===== config.mk =====
export PLATFORM = sky130hd
export DESIGN_NAME = first_fit_slot_reserver
export DESIGN_NICKNAME = d
export VERILOG_FILES = /design/src/ffsr_pkg.sv /design/src/ffsr_mem.sv /design/src/ffsr_ctrl.sv /design/src/first_fit_slot_reserver.sv
export VERILOG_INCLUDE_DIRS = /design/src /design/src/src
export SDC_FILE = /design/constraint.sdc
export NUM_CORES = 1
export LEC_CHECK = 0
export BUFFER_PORTS_ARGS = -buffer_cell sky130_fd_sc_hd__buf_4
export CAP_MARGIN = 20
export CORE_UTILIZATION = 30
export CTS_CLUSTER_SIZE = 30
export DETAILED_ROUTE_END_ITERATION = 6
export PLACE_DENSITY = 0.42
export REMOVE_ABC_BUFFERS = 1
export SLEW_MARGIN = 20
export SYNTH_ARGS = -nofsm -noshare
export SYNTH_HDL_FRONTEND = slang
export SYNTH_SLANG_ARGS = --single-unit

===== constraint.sdc =====
create_clock -name clk_i -period 6.9 [get_ports clk_i]
set_clock_uncertainty 0.1 [all_clocks]
set_input_delay 0.345 -clock clk_i [delete_from_list [all_inputs] [get_ports clk_i]]
set_output_delay 0.345 -clock clk_i [all_outputs]
set_load 0.03 [all_outputs]

===== src/first_fit_slot_reserver_macros.svh =====
// ---------------------------------------------------------------------------
// first_fit_slot_reserver assertion macros
// Short forms for the concurrent checks of the slot reserver.
// ---------------------------------------------------------------------------
`ifndef FIRST_FIT_SLOT_RESERVER_MACROS_SVH
`define FIRST_FIT_SLOT_RESERVER_MACROS_SVH

// Same-cycle implication, disabled during reset
`define FFSR_ASSERT_IMP(lbl, clk, rstn, ante, cons, msg) \
  lbl: assert property (@(posedge clk) disable iff (!(rstn)) (ante) |-> (cons)) \
    else $error(msg);

// Next-cycle implication, disabled during reset
`define FFSR_ASSERT_NXT(lbl, clk, rstn, ante, cons, msg) \
  lbl: assert property (@(posedge clk) disable iff (!(rstn)) (ante) |=> (cons)) \
    else $error(msg);

`endif


===== src/ffsr_pkg.sv =====
// ---------------------------------------------------------------------------
// ffsr_pkg
// Shared widths, codes and types of the first-fit slot reserver.
// ---------------------------------------------------------------------------
`default_nettype none

package ffsr_pkg;

  // Default geometry
  localparam int RESOURCES_DEF  = 8;
  localparam int DAYS_DEF       = 5;
  localparam int SLOTS_DEF      = 14;
  localparam int FIRST_HOUR_DEF = 7;

  // Fixed field widths
  localparam int DAY_W     = 3;
  localparam int HOUR_W    = 5;
  localparam int DEMAND_W  = 8;
  localparam int RES_W     = 3;
  localparam int COUNT_W   = 4;
  localparam int CAP_W     = 8;
  localparam int CAP_TAB_W = 64;
  localparam int CFG_IDX_W = 2;
  localparam int CFG_DAT_W = 64;
  // Hour compare width: covers 31 and FIRST_HOUR + SLOTS up to 47
  localparam int HCMP_W    = 6;

  // Register indexes
  typedef enum logic [CFG_IDX_W-1:0] {
    CFG_RESOURCE_COUNT = 2'd0,
    CFG_CAPACITY_TABLE = 2'd1
  } cfg_idx_e;

  // Result codes
  typedef enum logic [1:0] {
    ST_GRANTED   = 2'd0,
    ST_NONE_FREE = 2'd1,
    ST_INVALID   = 2'd2
  } status_e;

  // Controller states
  typedef enum logic {
    S_IDLE = 1'b0,
    S_SCAN = 1'b1
  } state_e;

  // One result item from the controller
  typedef struct packed {
    logic             valid;
    status_e          status;
    logic [RES_W-1:0] resource;
  } result_t;

endpackage : ffsr_pkg

`default_nettype wire


===== src/ffsr_mem.sv =====
// ---------------------------------------------------------------------------
// ffsr_mem
// Occupancy store: one word per resource and day, registered read, one
// write port. Per-entry valid flags make every word read as free after reset.
// ---------------------------------------------------------------------------
`default_nettype none

module ffsr_mem
  import ffsr_pkg::*;
#(
  parameter int DEPTH = RESOURCES_DEF * DAYS_DEF,
  parameter int AW    = 6,
  parameter int SW    = SLOTS_DEF
) (
  input  wire logic          clk_i,
  input  wire logic          rst_ni,
  input  wire logic          rd_en_i,
  input  wire logic [AW-1:0] rd_addr_i,
  output logic      [SW-1:0] rd_data_o,
  input  wire logic          wr_en_i,
  input  wire logic [AW-1:0] wr_addr_i,
  input  wire logic [SW-1:0] wr_data_i
);

  logic [SW-1:0]    mem_q [DEPTH];
  logic [DEPTH-1:0] vld_q;
  logic [SW-1:0]    rd_data_q;

  // Mark written entries; reset frees every word at once
  always_ff @(posedge clk_i or negedge rst_ni) begin
    if (!rst_ni) begin
      vld_q <= '0;
    end else if (wr_en_i) begin
      vld_q[wr_addr_i] <= 1'b1;
    end
  end

  // Write port
  always_ff @(posedge clk_i) begin
    if (wr_en_i) begin
      mem_q[wr_addr_i] <= wr_data_i;
    end
  end

  // Registered read; an unwritten entry reads as all free
  always_ff @(posedge clk_i) begin
    if (rd_en_i) begin
      rd_data_q <= vld_q[rd_addr_i] ? mem_q[rd_addr_i] : '0;
    end
  end

  assign rd_data_o = rd_data_q;

endmodule : ffsr_mem

`default_nettype wire


===== src/ffsr_ctrl.sv =====
// ---------------------------------------------------------------------------
// ffsr_ctrl
// Request check and first-fit scan: reads one resource word per cycle,
// tests capacity and overlap, writes back the marked word on a grant.
// ---------------------------------------------------------------------------
`default_nettype none

module ffsr_ctrl
  import ffsr_pkg::*;
#(
  parameter int DAYS       = DAYS_DEF,
  parameter int SLOTS      = SLOTS_DEF,
  parameter int FIRST_HOUR = FIRST_HOUR_DEF,
  parameter int AW         = 6
) (
  input  wire logic                 clk_i,
  input  wire logic                 rst_ni,
  input  wire logic                 start,
  output logic                      busy,
  input  wire logic [DAY_W-1:0]     day_i,
  input  wire logic [HOUR_W-1:0]    start_hour_i,
  input  wire logic [HOUR_W-1:0]    end_hour_i,
  input  wire logic [DEMAND_W-1:0]  demand_i,
  input  wire logic [COUNT_W-1:0]   count_i,
  input  wire logic [CAP_TAB_W-1:0] cap_table_i,
  output logic                      rd_en_o,
  output logic      [AW-1:0]        rd_addr_o,
  input  wire logic [SLOTS-1:0]     rd_data_i,
  output logic                      wr_en_o,
  output logic      [AW-1:0]        wr_addr_o,
  output logic      [SLOTS-1:0]     wr_data_o,
  output result_t                   result_o
);

  localparam logic [HCMP_W-1:0] FH    = HCMP_W'(FIRST_HOUR);
  localparam logic [HCMP_W-1:0] S_MAX = HCMP_W'(FIRST_HOUR + SLOTS - 1);
  localparam logic [HCMP_W-1:0] E_MAX = HCMP_W'(FIRST_HOUR + SLOTS);

  state_e                state_q, state_d;
  logic [COUNT_W-1:0]    res_q, res_d;
  logic [AW-1:0]         addr_q, addr_d;
  logic [SLOTS-1:0]      need_q, need_d;
  logic [DEMAND_W-1:0]   demand_q, demand_d;
  result_t               result_q, result_d;

  logic [HCMP_W-1:0]     start_ext;
  logic [HCMP_W-1:0]     end_ext;
  logic                  req_ok;
  logic [CAP_W-1:0]      cap;
  logic                  fits;
  logic [COUNT_W-1:0]    res_nxt;
  logic [AW-1:0]         addr_nxt;

  // Range check of day and hours
  assign start_ext = HCMP_W'(start_hour_i);
  assign end_ext   = HCMP_W'(end_hour_i);
  assign req_ok    = ({1'b0, day_i} < (DAY_W + 1)'(DAYS)) &&
                     (start_ext >= FH) && (start_ext <= S_MAX) &&
                     (end_ext >= FH) && (end_ext <= E_MAX);

  // Slots wanted: slot k booked when start <= FIRST_HOUR + k < end
  always_comb begin
    for (int k = 0; k < SLOTS; k++) begin
      need_d[k] = (start_ext <= FH + HCMP_W'(k)) && (end_ext > FH + HCMP_W'(k));
    end
  end

  // Test the resource whose word is on the read port
  assign cap      = CAP_W'(cap_table_i >> {res_q[RES_W-1:0], 3'b000});
  assign fits     = (cap >= demand_q) && ((rd_data_i & need_q) == '0);
  assign res_nxt  = res_q + COUNT_W'(1);
  assign addr_nxt = addr_q + AW'(DAYS);

  // Next state, memory requests and result
  always_comb begin
    state_d         = state_q;
    res_d           = res_q;
    addr_d          = addr_q;
    demand_d        = demand_q;
    rd_en_o         = 1'b0;
    rd_addr_o       = addr_q;
    wr_en_o         = 1'b0;
    wr_addr_o       = addr_q;
    wr_data_o       = rd_data_i | need_q;
    result_d        = '0;
    result_d.status = ST_NONE_FREE;
    unique case (state_q)
      S_IDLE: begin
        if (start) begin
          demand_d = demand_i;
          if (!req_ok) begin
            result_d.valid  = 1'b1;
            result_d.status = ST_INVALID;
          end else if (count_i == '0) begin
            result_d.valid = 1'b1;
          end else begin
            // issue the read for resource zero of this day
            res_d     = '0;
            addr_d    = AW'(day_i);
            rd_en_o   = 1'b1;
            rd_addr_o = AW'(day_i);
            state_d   = S_SCAN;
          end
        end
      end
      S_SCAN: begin
        if (fits) begin
          // grant and write back the marked word
          wr_en_o           = 1'b1;
          result_d.valid    = 1'b1;
          result_d.status   = ST_GRANTED;
          result_d.resource = res_q[RES_W-1:0];
          state_d           = S_IDLE;
        end else if (res_nxt >= count_i) begin
          result_d.valid = 1'b1;
          state_d        = S_IDLE;
        end else begin
          // advance to the next resource
          res_d     = res_nxt;
          addr_d    = addr_nxt;
          rd_en_o   = 1'b1;
          rd_addr_o = addr_nxt;
        end
      end
      default: begin
        state_d = S_IDLE;
      end
    endcase
  end

  // Control registers
  always_ff @(posedge clk_i or negedge rst_ni) begin
    if (!rst_ni) begin
      state_q  <= S_IDLE;
      result_q <= '0;
    end else begin
      state_q  <= state_d;
      result_q <= result_d;
    end
  end

  // Item registers; need and demand held while scanning, resource and address advance
  always_ff @(posedge clk_i) begin
    res_q    <= res_d;
    addr_q   <= addr_d;
    demand_q <= demand_d;
    if (state_q == S_IDLE) begin
      need_q <= need_d;
    end
  end

  assign busy     = (state_q != S_IDLE);
  assign result_o = result_q;

endmodule : ffsr_ctrl

`default_nettype wire


===== src/first_fit_slot_reserver.sv =====
// ---------------------------------------------------------------------------
// first_fit_slot_reserver
// First-fit reservation of hourly slots over a set of resources and days.
// ---------------------------------------------------------------------------
//
//   channel   handshake                      payload
//   request   start / busy                   day_of_week, start/end hour, demand
//   result    result_valid_o (strobe)        status, granted_resource
//   config    cfg_valid_i / cfg_ready_o      cfg_index_i, cfg_data_i
//
// A bad request or a resource count of zero answers in the cycle after it is taken.
// A valid request answers once the scan ends, after at most RESOURCES resources are
// examined; the scan makes one memory read per cycle.
// Reset frees every slot at once through per-word valid flags; no clearing pass.
// busy is high while a scan runs; results are shown for one cycle only.
// Configuration writes wait while a request is offered or a scan runs.
// ---------------------------------------------------------------------------
`default_nettype none

`include "first_fit_slot_reserver_macros.svh"

module first_fit_slot_reserver
  import ffsr_pkg::*;
#(
  parameter int RESOURCES  = RESOURCES_DEF,
  parameter int DAYS       = DAYS_DEF,
  parameter int SLOTS      = SLOTS_DEF,
  parameter int FIRST_HOUR = FIRST_HOUR_DEF
) (
  input  wire logic                 clk_i,
  input  wire logic                 rst_ni,
  input  wire logic                 start,
  output logic                      busy,
  input  wire logic [DAY_W-1:0]     day_of_week_i,
  input  wire logic [HOUR_W-1:0]    start_hour_i,
  input  wire logic [HOUR_W-1:0]    end_hour_i,
  input  wire logic [DEMAND_W-1:0]  demand_i,
  output logic                      result_valid_o,
  output logic      [1:0]           status_o,
  output logic      [RES_W-1:0]     granted_resource_o,
  input  wire logic                 cfg_valid_i,
  output logic                      cfg_ready_o,
  input  wire logic [CFG_IDX_W-1:0] cfg_index_i,
  input  wire logic [CFG_DAT_W-1:0] cfg_data_i
);

  localparam int DEPTH = RESOURCES * DAYS;
  localparam int AW    = (DEPTH > 1) ? $clog2(DEPTH) : 1;

  logic [COUNT_W-1:0]   res_count_q;
  logic [CAP_TAB_W-1:0] cap_table_q;
  logic [COUNT_W-1:0]   count_eff;
  logic                 rd_en;
  logic [AW-1:0]        rd_addr;
  logic [SLOTS-1:0]     rd_data;
  logic                 wr_en;
  logic [AW-1:0]        wr_addr;
  logic [SLOTS-1:0]     wr_data;
  result_t              result;

  // Configuration registers; unknown indexes are dropped
  always_ff @(posedge clk_i or negedge rst_ni) begin
    if (!rst_ni) begin
      res_count_q <= '0;
      cap_table_q <= '0;
    end else if (cfg_valid_i && cfg_ready_o) begin
      unique case (cfg_index_i)
        CFG_RESOURCE_COUNT: res_count_q <= cfg_data_i[COUNT_W-1:0];
        CFG_CAPACITY_TABLE: cap_table_q <= cfg_data_i[CAP_TAB_W-1:0];
        default: ;
      endcase
    end
  end

  // Hold writes off while a request is offered or in flight
  assign cfg_ready_o = !busy && !start;

  // Clamp the scanned count to the resources built
  assign count_eff = (res_count_q > COUNT_W'(RESOURCES)) ? COUNT_W'(RESOURCES)
                                                         : res_count_q;

  ffsr_ctrl #(
    .DAYS       (DAYS),
    .SLOTS      (SLOTS),
    .FIRST_HOUR (FIRST_HOUR),
    .AW         (AW)
  ) u_ctrl (
    .clk_i        (clk_i),
    .rst_ni       (rst_ni),
    .start        (start),
    .busy         (busy),
    .day_i        (day_of_week_i),
    .start_hour_i (start_hour_i),
    .end_hour_i   (end_hour_i),
    .demand_i     (demand_i),
    .count_i      (count_eff),
    .cap_table_i  (cap_table_q),
    .rd_en_o      (rd_en),
    .rd_addr_o    (rd_addr),
    .rd_data_i    (rd_data),
    .wr_en_o      (wr_en),
    .wr_addr_o    (wr_addr),
    .wr_data_o    (wr_data),
    .result_o     (result)
  );

  ffsr_mem #(
    .DEPTH (DEPTH),
    .AW    (AW),
    .SW    (SLOTS)
  ) u_mem (
    .clk_i     (clk_i),
    .rst_ni    (rst_ni),
    .rd_en_i   (rd_en),
    .rd_addr_i (rd_addr),
    .rd_data_o (rd_data),
    .wr_en_i   (wr_en),
    .wr_addr_i (wr_addr),
    .wr_data_i (wr_data)
  );

  assign result_valid_o     = result.valid;
  assign status_o           = result.status;
  assign granted_resource_o = result.resource;

  // Checks
  `FFSR_ASSERT_NXT(a_taken_progress, clk_i, rst_ni, start && !busy,
                   result_valid_o || busy, "accepted item neither answered nor busy")
  `FFSR_ASSERT_IMP(a_grant_in_range, clk_i, rst_ni,
                   result_valid_o && status_o == ST_GRANTED,
                   {1'b0, granted_resource_o} < count_eff, "grant beyond resource count")
  `FFSR_ASSERT_IMP(a_nogrant_zero, clk_i, rst_ni,
                   result_valid_o && status_o != ST_GRANTED,
                   granted_resource_o == '0, "resource index set without grant")
  `FFSR_ASSERT_IMP(a_wr_ends_scan, clk_i, rst_ni, wr_en,
                   busy && !rd_en, "write back outside the final scan cycle")

endmodule : first_fit_slot_reserver

`default_nettype wire


# ---- After elaboration in Yosys (flattened, before gate mapping)
# Memories as Yosys holds them, arrays and structs flattened. A register that Yosys moved wholly into a read port is not among the register bits.
# Cells that the tools add are included.
dict set report op_classes {
  n_addsub 2
  order_cmp 38
  n_eq_ne 6
  shift 1
  muxes 36
  n_bitwise 4
  n_reduce_logical 32
}
# operator count
set ops {}
lappend ops {{right shift 64 x 6 -> 8 bit} 1}
lappend ops {{greater-than comparator 5 x 4 -> 1 bit, second input constant} 8}
lappend ops {{less-or-equal comparator 5 x 4 -> 1 bit, second input constant} 8}
lappend ops {{OR 40 bit} 1}
lappend ops {{less-or-equal comparator 5 bit, second input constant} 6}
lappend ops {{two-way mux 6 bit} 5}
lappend ops {{two-way mux 4 bit} 7}
lappend ops {{greater-than comparator 5 bit, second input constant} 5}
lappend ops {{logical AND 1 bit} 22}
lappend ops {{two-way mux 1 bit} 15}
lappend ops {{AND 14 bit} 1}
lappend ops {{logical NOT 14 bit} 1}
lappend ops {{< comparator 6 x 7 -> 1 bit, second input constant} 2}
lappend ops {{OR 14 bit} 1}
lappend ops {{one-hot mux 6 bit (2 select lines)} 1}
lappend ops {{>= comparator 5 x 3 -> 1 bit, second input constant} 2}
lappend ops {{>= comparator 8 bit} 1}
lappend ops {{!= test 2 bit, second input constant} 4}
lappend ops {{one-hot mux 4 bit (2 select lines)} 1}
lappend ops {{adder 6 x 3 -> 6 bit, second input constant} 1}
lappend ops {{binary-select mux 1 bit (select 6 bit)} 1}
lappend ops {{demux 1 bit (select 6 bit)} 1}
lappend ops {{>= comparator 6 x 1 -> 1 bit, second input constant} 1}
lappend ops {{two-way mux 3 bit} 2}
lappend ops {{other kinds (17)} 21}
dict set report totals {
  register_bits 147
  mem_bits_rw 560
  in_bits 91
  output_inout_bits 8
  wordCells 131
  mem_count 1
}
# memory words word_bits rd rd_ports_with_merged_regs write_ports line
set mem_list {}
lappend mem_list {u_mem.mem_q 40 14 1 1 1 ffsr_mem.sv:25} ;# logic [SW-1:0] mem_q [DEPTH];

# ---- Logic depth before layout (Yosys ltp)
# Gate-level depths: netlist of run 1.
dict set report depth {
  word_depth 11
  ltp_mapped 22
}

# ---- Hierarchy
# Synthesis of run 1 repeated with hierarchy kept, for this count alone.
dict set report unflattened {
  cells_unflattened 1454
  hier_area_um2 29140.4
}
# module n_inst cells_each area_each_um2 seq_area_each_um2
set modules_own_cells {}
lappend modules_own_cells {ffsr_mem 1 1069 23583.9 18237.5}
lappend modules_own_cells {first_fit_slot_reserver 1 150 2829.0 1701.6}
lappend modules_own_cells {ffsr_ctrl 1 235 2727.6 1076.0}

# ---- Worst setup path after synthesis of run 1
# Ideal clock, no wire load.
dict set report synth_timing {
  kind {register to register}
  startpoint {register u_ctrl.res_q[0]}
  endpoint {register u_mem.rd_data_q[0] (netlist: u_mem.rd_data_o[0]), read port of u_mem.mem_q (data pin)}
  setup_time_ns 0.290
  arrival_ns 5.301
  setup_slack_ns 1.208
  stages_incl_launch_ff 20
  path_buffers 6
  synth_period_minus_slack_ns 5.692
  cell_sequence {edfxtp_1 -> clkbuf_1 -> clkbuf_1 -> mux4_2 -> mux2_2 -> ha_1 -> a211o_1 -> a31oi_1 -> o221ai_2 -> a211oi_4 -> mux2i_1 -> or2_1 -> buf_2 -> clkbuf_1 -> clkbuf_1 -> clkbuf_1 -> nand3_1 -> a32o_1 -> nor4_1 -> a2111oi_2}
}
dict set report synth_between {
  elab_chain_cells 8
  word_cells_on_any_way 14
}
# item line
set synth_rtl {}
lappend synth_rtl {{start: declaration} ffsr_ctrl.sv:40} ;# logic [COUNT_W-1:0] res_q, res_d;
lappend synth_rtl {{start signal: assignment} ffsr_ctrl.sv:144} ;# res_q <= res_d;
lappend synth_rtl {{right shift 64 x 6 -> 8 bit or adder 4 x 1 -> 4 bit (tied branches)} {ffsr_ctrl.sv:69, ffsr_ctrl.sv:71}}
lappend synth_rtl {{>= comparator 8 bit or >= comparator 4 bit (tied branches)} {ffsr_ctrl.sv:70, ffsr_ctrl.sv:114}}
lappend synth_rtl {{logical AND 1 bit or two-way mux 6 bit (tied branches)} -}
lappend synth_rtl {{two-way mux 6 bit} -}
lappend synth_rtl {{one-hot mux 6 bit (2 select lines)} -}
lappend synth_rtl {{binary-select mux 1 bit (select 6 bit)} ffsr_mem.sv:48} ;# rd_data_q <= vld_q[rd_addr_i] ? mem_q[rd_addr_i] : '0;
lappend synth_rtl {{two-way mux 1 bit (implied by the code)} ffsr_mem.sv:48}
lappend synth_rtl {{logical NOT 1 bit (no line)} -}
lappend synth_rtl {{end: declaration} ffsr_mem.sv:27} ;# logic [SW-1:0] rd_data_q;
# Parallel ways exist; a longest one is shown, timed or not. The select of a mux whose other input is x is not followed.
# A chain may end at the register's enable or synchronous reset.

# ---- Final worst setup path of run 1
dict set report layout_timing {
  startpoint {register u_ctrl.res_q[0]}
  endpoint {register u_mem.rd_data_q[6] (netlist: u_mem.rd_data_o[6]), read port of u_mem.mem_q (data pin)}
}
# The elaborated chain is that of the path after synthesis.

==> results.cfg, run 1 <==
[outcome]
status = finished clean

[worst_setup_path]
critical_path.max_stage_delay_ns = 0.66
worstPathCellList = buf_4 > mux4_2 > mux2_2 > ha_1 > nand2_1 > or3_1 > o221ai_2 > a211oi_4 > a311o_1 > o211ai_1 > inv_2 > buf_4 > nand2_1 > buf_4 > a211oi_1 > a221o_1 > nor4_1 > a2111oi_1
cp_common_cell = buf_4
cp.required_ns = 7.16
cp-start-kind = flip-flop
r2r_slack_ns = 0.48
critPathKind = reg -> reg
crit_arrival_ns = 6.67
slowest_stage = edfxtp_1
critPathMaxFanout = 35
crit_path_end_kind = flip-flop

[clock_network]
cts_max_level = 3
tritoncts = built
clk_latency_ns = 0.65
clock-sinks = 721
cts.hold.buffers_added = 79
ctsLongestPathBuffers = 3
root_buffer = clkbuf_16
post_cts_resized = 0
post_cts_buffers = 0
cts_inserted_buffers = 80
cts.clk_slew.worst_paths_ns = 0.06

[placement]
dpl_cell_area_um2 = 32100
dp.cells = 3539
pre_cts_ws_ns = 0.415
port_buffers = 98
dp_hpwl_um = 54400
gp_congestion = 0.796

[global_routing]
track_usage_pct = 17.8
grt_overflow = 0
grt_pass1_vias = 18900
grt_pass1_wl_um = 131000
use_met2_pct = 27.4
antenna_found_initial = 4
grt_max_degree = 95
top_usage_layer = met2
use_met1_pct = 25.7
met3_usage_pct = 2.97

[drt]
post_drt_via_cell_ratio = 5.04
drt_first_pass_iters = 5
vias = 19000
ant_nets = 0
drc = 0
first_iter_violations = 1686
wl_per_cell_um = 23.7
drt_wl_total_um = 89000

[synth]
ys_top_cells_by_area = edfxtp_1 61%, dfrtp_1 9.7%, nand2_1 7.3%
synth_top_family_by_area = simple AND/OR/NAND/NOR gates
synth_commonest_cells = 600 x edfxtp_1, 576 x nand2_1, 115 x dfrtp_1
synth_edf_count = 600
yosysTopAreaCell = edfxtp_1
synth_compound_area_share_pct = 6.68
syn_inst = 2213
synth_area_um2 = 29700
synth.distinct_cells = 66
synthArstFlopShare_pct = 16.0
yosys_warnings = 0
synth_mux_area_share_pct = 5.06
netlist.area_leader.share_pct = 60.7
synthAdderAreaFrac_pct = 0.591
ys.flop_type = edfxtp_1
synth_seq_cells = 721
synthXorXnorAreaFrac_pct = 0.118
ys_seq_area_share_pct = 70.9
yosysMostFrequentCell = edfxtp_1
yosys.area_share.simple_pct = 14.1
syn_area_per_cell_um2 = 13.4

[finish]
diodes = 0
fin_cells = 3763
drive_above_1_share_pct = 19.1
n_fill_cell = 9378
nets = 2529
syn2layout_area_growth_pct = 19.4
final_area_um2 = 35400
regArea_um2 = 21000
multi_input_area_um2 = 7910

[hold_path]
hold_path_class = in -> reg

[floorplan]
die_area_um2 = 100000
rows = 114
initial_core_util_pct = 30.5
die_w_um = 316
io_pins = 99
coreArea_um2 = 97300
die_h_um = 316

[flow_run]
cap_violations = 0

[timing]
final.min_clock_period_ns = 6.42
hold_viol = 0
post-route-period-util_pct = 93.0
rsz0062_at_grt = no
slew_headroom_pct = 24.5
maxSlewViolCount = 0
finalSetupViolations = 0
setup_slack_ns = 0.483
fmax_ghz = 0.156
worst_pin_slew_ns = 1.13

[power_and_ir_drop]
ir_worst_vdd_mv = 0.370
p_per_area_nw_per_um2 = 482
leakagePower_nw = 13.1
==> logic make-up after synthesis <==
group | Yosys count
AO/OA/AOI/OAI | 260
XOR/XNOR | 4
adder cells (fa/ha/maj) | 14
buffers and inverters | 156
flip-flops | 721
multiplexers | 120
AND/OR/NAND/NOR | 938
==> flip-flops by register name, summed over array words and instances (netlist names) <==
name / flops
res_count_q: 4
u_ctrl.res_q: 4
u_ctrl.result_o: 6
u_mem.vld_q: 40
u_ctrl.busy: 1
u_ctrl.demand_q: 8
u_ctrl.need_q: 14
cap_table_q: 64
u_mem.rd_data_o: 14
u_mem.mem_q: 560
u_ctrl.wr_addr_o: 6
==> layout by cell type, fill, tap and decap left out, types with 4 or more instances in the layout <==
| master | instances |
|---|---|
| edfxtp_1 | 600 |
| nand2_1 | 576 |
| buf_4 | 180 |
| dfrtp_1 | 115 |
| and3_1 | 103 |
| clkbuf_16 | 81 |
| mux2_2 | 79 |
| dlygate4sd3_1 | 79 |
| nand3_1 | 74 |
| a31oi_1 | 61 |
| nor2_1 | 59 |
| or2_2 | 57 |
| a21oi_1 | 49 |
| a311oi_1 | 44 |
| nor4_1 | 28 |
| mux2i_1 | 24 |
| clkbuf_1 | 23 |
| mux4_2 | 16 |
| a211oi_1 | 16 |
| inv_1 | 15 |
| o21ai_0 | 15 |
| a32o_1 | 14 |
| ha_1 | 14 |
| a221o_1 | 13 |
| clkinv_2 | 12 |
| clkinv_1 | 11 |
| a2111oi_2 | 10 |
| a22oi_1 | 9 |
| nor3_1 | 8 |
| buf_12 | 8 |
| and2_1 | 7 |
| clkbuf_8 | 6 |
| dfxtp_1 | 6 |
| or3_1 | 5 |
| nand3b_1 | 5 |
| a2111oi_1 | 4 |
| bufinv_16 | 4 |
==> layer usage <==
metal	share of wire [%]	routed length [µm]	up-vias
met5	0	0	-
li1	-	-	8610
met2	45	40200	443
met3	4.8	4300	130
met4	2.6	2330	0
met1	47	42200	9767
==> worst paths after layout <==
path | from | end | cells after the start
setup / recovery | u_ctrl.res_q[0] | u_mem.rd_data_o[6] | 18
hold / removal | start_hour_i[3] | u_ctrl.need_q[0] | 2
setup reg to reg | u_ctrl.res_q[0] | u_mem.rd_data_o[6] | 18
hold reg to reg | u_mem.vld_q[36] | u_mem.vld_q[36] | 1
max in group asynchronous | rst_ni | res_count_q[1] | 4
min in group asynchronous | rst_ni | cap_table_q[32] | 2
==> per-stage QoR <==
| step | hold WS [ns] | utilization, % | setup TNS, ns | power, mW |
|---|---|---|---|---|
| 6_report | 0.0417 | 36.4 | 0 | 17.1 |
| 5_1_grt | 0.0280 | 36.4 | 0 | 18.0 |
| 4_1_cts | 0.00348 | 36.4 | 0 | 17.3 |
| 3_5_place_dp | 0.158 | 33.0 | 0 | 13.1 |
| 3_3_place_gp | 0.155 | 33.0 | 0 | 13.1 |
| 2_1_floorplan | -0.0506 | - | -94.23 | 9.92 |
==> worst max-delay path, delay by kind of cell, from the launching register on <==
family                   cells  cell delay, ns
AO/OA/AOI/OAI                7            1.64
adder cells (fa/ha/maj)      1            0.29
buffers and inverters        4            1.07
flip-flops                   1            0.66
multiplexers                 2            0.84
AND/OR/NAND/NOR              4            1.50
==> report_power, final <==
| part | switching, mW | internal [mW] |
|---|---|---|
| clock network | 1.77 | 2.39 |
| logic | 4.86 | 2.22 |
| registers | 0.270 | 5.59 |
==> layout make-up <==
cell class / instances / share of cell area, %
clock buffers: 110 / 6.20
clock inverters: 35 / 0.929
inverters: 18 / 0.219
multi-input cells: 1336 / 22.3
flip-flops and latches: 721 / 59.3
well taps: 1276 / 4.51
repair buffers: 267 / 6.50
No activity file was read; power rests on OpenSTA's default activity.
==> run 2, diff against run 1 <==
--- a/config.mk
+++ b/config.mk
@@ -7,11 +7,11 @@
 export NUM_CORES = 1
 export LEC_CHECK = 0
 export BUFFER_PORTS_ARGS = -buffer_cell sky130_fd_sc_hd__buf_4
-export CAP_MARGIN = 20
-export CORE_UTILIZATION = 30
+export CORE_ASPECT_RATIO = 1.4
+export CORE_UTILIZATION = 50
 export CTS_CLUSTER_SIZE = 30
 export DETAILED_ROUTE_END_ITERATION = 6
-export PLACE_DENSITY = 0.42
+export PLACE_DENSITY = 0.64
 export REMOVE_ABC_BUFFERS = 1
 export SLEW_MARGIN = 20
 export SYNTH_ARGS = -nofsm -noshare
==> run 2 against run 1 <==
Against the previous run: first-iteration DRC count grew 4.7%; largest power group unchanged; highest routed layer is now met5; utilization increased by 22 points; final cell count is 15% lower.
==> results.cfg, run 2 (synthesized netlist as in run 1, its figures left out) <==
[outcome]
status = finished clean

[drt]
ant_nets = 0
drc = 0
drt_first_pass_iters = 6
vias = 18900
post_drt_via_cell_ratio = 5.94
drt_wl_total_um = 77700
wl_per_cell_um = 24.4
first_iter_violations = 1765

[power_and_ir_drop]
p_total_mw = 16.0
p_clk_share_pct = 22.7
switching_share_pct = 39.7
power.switching_mw = 6.34
internal-power_mw = 9.64
power_frac_seq_pct = 36.8
p_per_area_nw_per_um2 = 469
combPwrFrac_pct = 40.5
ir_worst_vdd_mv = 0.622
leakagePower_nw = 12.7

[clock_network]
clock-sinks = 721
post_cts_buffers = 0
cts_inserted_buffers = 69
tritoncts = built
root_buffer = clkbuf_16
cts_max_level = 3
cts.clk_slew.worst_paths_ns = 0.06
clk_latency_ns = 0.61
ctsLongestPathBuffers = 3

[finish]
largest_reg_flops = 560
top_register = u_mem.mem_q
drive_above_1_share_pct = 18.1
final_common_cell = edfxtp_1
reg_top3 = u_mem.mem_q (560), cap_table_q (64), u_mem.vld_q (40)
mostFrequentLayoutCells = 600 x edfxtp_1, 576 x nand2_1, 154 x buf_4
multi_input_area_um2 = 7930
n_fill_cell = 4648
syn2layout_area_growth_pct = 15.0
fin_cells = 3184
regArea_um2 = 21000
nets = 2484

[worst_setup_path]
critPathKind = reg -> reg
crit_arrival_ns = 6.34
crit_path_end_kind = flip-flop
cp-start-kind = flip-flop
critPathMaxFanout = 56
cp.required_ns = 7.14

[timing]
worst_pin_slew_ns = 1.10
finalSetupViolations = 0
final.min_clock_period_ns = 6.10
post-route-period-util_pct = 88.4
maxSlewViolCount = 0
hold_viol = 0
fmax_ghz = 0.164
rsz0062_at_grt = no
slew_headroom_pct = 26.6

[global_routing]
grt_pass1_wl_um = 118000
antenna_found_initial = 4
grt_pass1_vias = 19000
grt_overflow = 0
track_usage_pct = 26.1
grt_max_degree = 146

[hold_path]
hold_path_class = in -> reg

[floorplan]
initial_core_util_pct = 50.6
coreArea_um2 = 58600
die_w_um = 208
rows = 105
die_area_um2 = 60300
die_h_um = 290
io_pins = 99

[placement]
gp_congestion = 0.888
dp.cells = 2982
port_buffers = 98
dp_hpwl_um = 46400

[flow_run]
cap_violations = 0
## run 2: changes by cell type in the layout (fill, tap and decap cells not counted), sizes merged
cell,delta
buf,-30
clkinvlp,-1
diode,+3
clkinv,-5
clkbuf,-16
inv,+3
bufinv,-2
dlygate4sd3,-4
## run 2: layout make-up
cell class	count	share of cell area, %
sequential	721	61.6
multi-input combinational	1336	23.3
timing repair buffer	233	5.83
clock buffer	94	5.64
tap	749	2.75
clock inverter	30	0.628
inverter	18	0.228
antenna	3	0.0220
## run 2: critical path, cell delays in order, from the launching register on
cell and delay [ns]:
edfxtp_1 0.48, buf_4 0.27, mux4_2 0.52, mux2_2 0.28, ha_1 0.21, a211o_1 0.29, a31oi_1 0.21, o221ai_2 0.19
a211oi_4 0.43, mux2i_1 0.35, or2_4 0.55, buf_4 0.66, and3_1 0.26, a31oi_1 0.05, a32o_1 0.27, nor4_1 0.55
a2111oi_2 0.10
## run 2: power by group through the flow
stage               Combinational, mW  Clock (mW)  Sequential [mW]
floorplan                        4.10           0             5.82
global placement                 6.30           0             5.96
detailed placement               6.43           0             5.96
CTS                              6.49        3.69             5.87
global route                     6.97        3.86             5.91
finish                           6.46        3.63             5.88
## run 2: stage by stage
step	area, µm²	hold slack, ns	TNS, ns	worst slack (ns)	utilization [%]
finish	34100	0.000576	0	0.800	58.2
global route	34100	0.00717	0	0.456	58.2
CTS	34100	0.00579	0	0.722	58.2
detailed placement	31200	0.352	0	0.739	53.2
global placement	31200	0.340	0	0.888	53.2
floorplan	29000	-0.0506	-94.23	-6.34	-
## run 2: repair_timing
action                                 4_1_cts  5_1_grt
hold buffers                                75        0
endpoints found under the hold margin      136        0
gates resized for setup                      0        0
## run 2: path summary, 6_finish.rpt
check                           startpoint                   to  slack (ns)  cells after the start
hold / removal              cfg_index_i[1]       res_count_q[3]      0.0006                      4
setup / recovery           u_ctrl.res_q[0]  u_mem.rd_data_o[11]        0.80                     16
min in group asynchronous           rst_ni      cap_table_q[22]        0.26                      2
hold reg to reg            u_mem.vld_q[10]      u_mem.vld_q[10]        0.37                      1
setup reg to reg           u_ctrl.res_q[0]  u_mem.rd_data_o[11]        0.80                     16
max in group asynchronous           rst_ni      u_mem.vld_q[29]        5.19                      3
## run 2: layer usage
| metal | vias to the layer above | part of all wire (%) | track usage (%) |
|---|---|---|---|
| met2 | 656 | 52 | 45.2 |
| met5 | - | 0.017 | 0 |
| met1 | 9601 | 38 | 32.4 |
| li1 | 8508 | - | - |
| met3 | 153 | 5.3 | 3.07 |
| met4 | 2 | 4.3 | 12.8 |
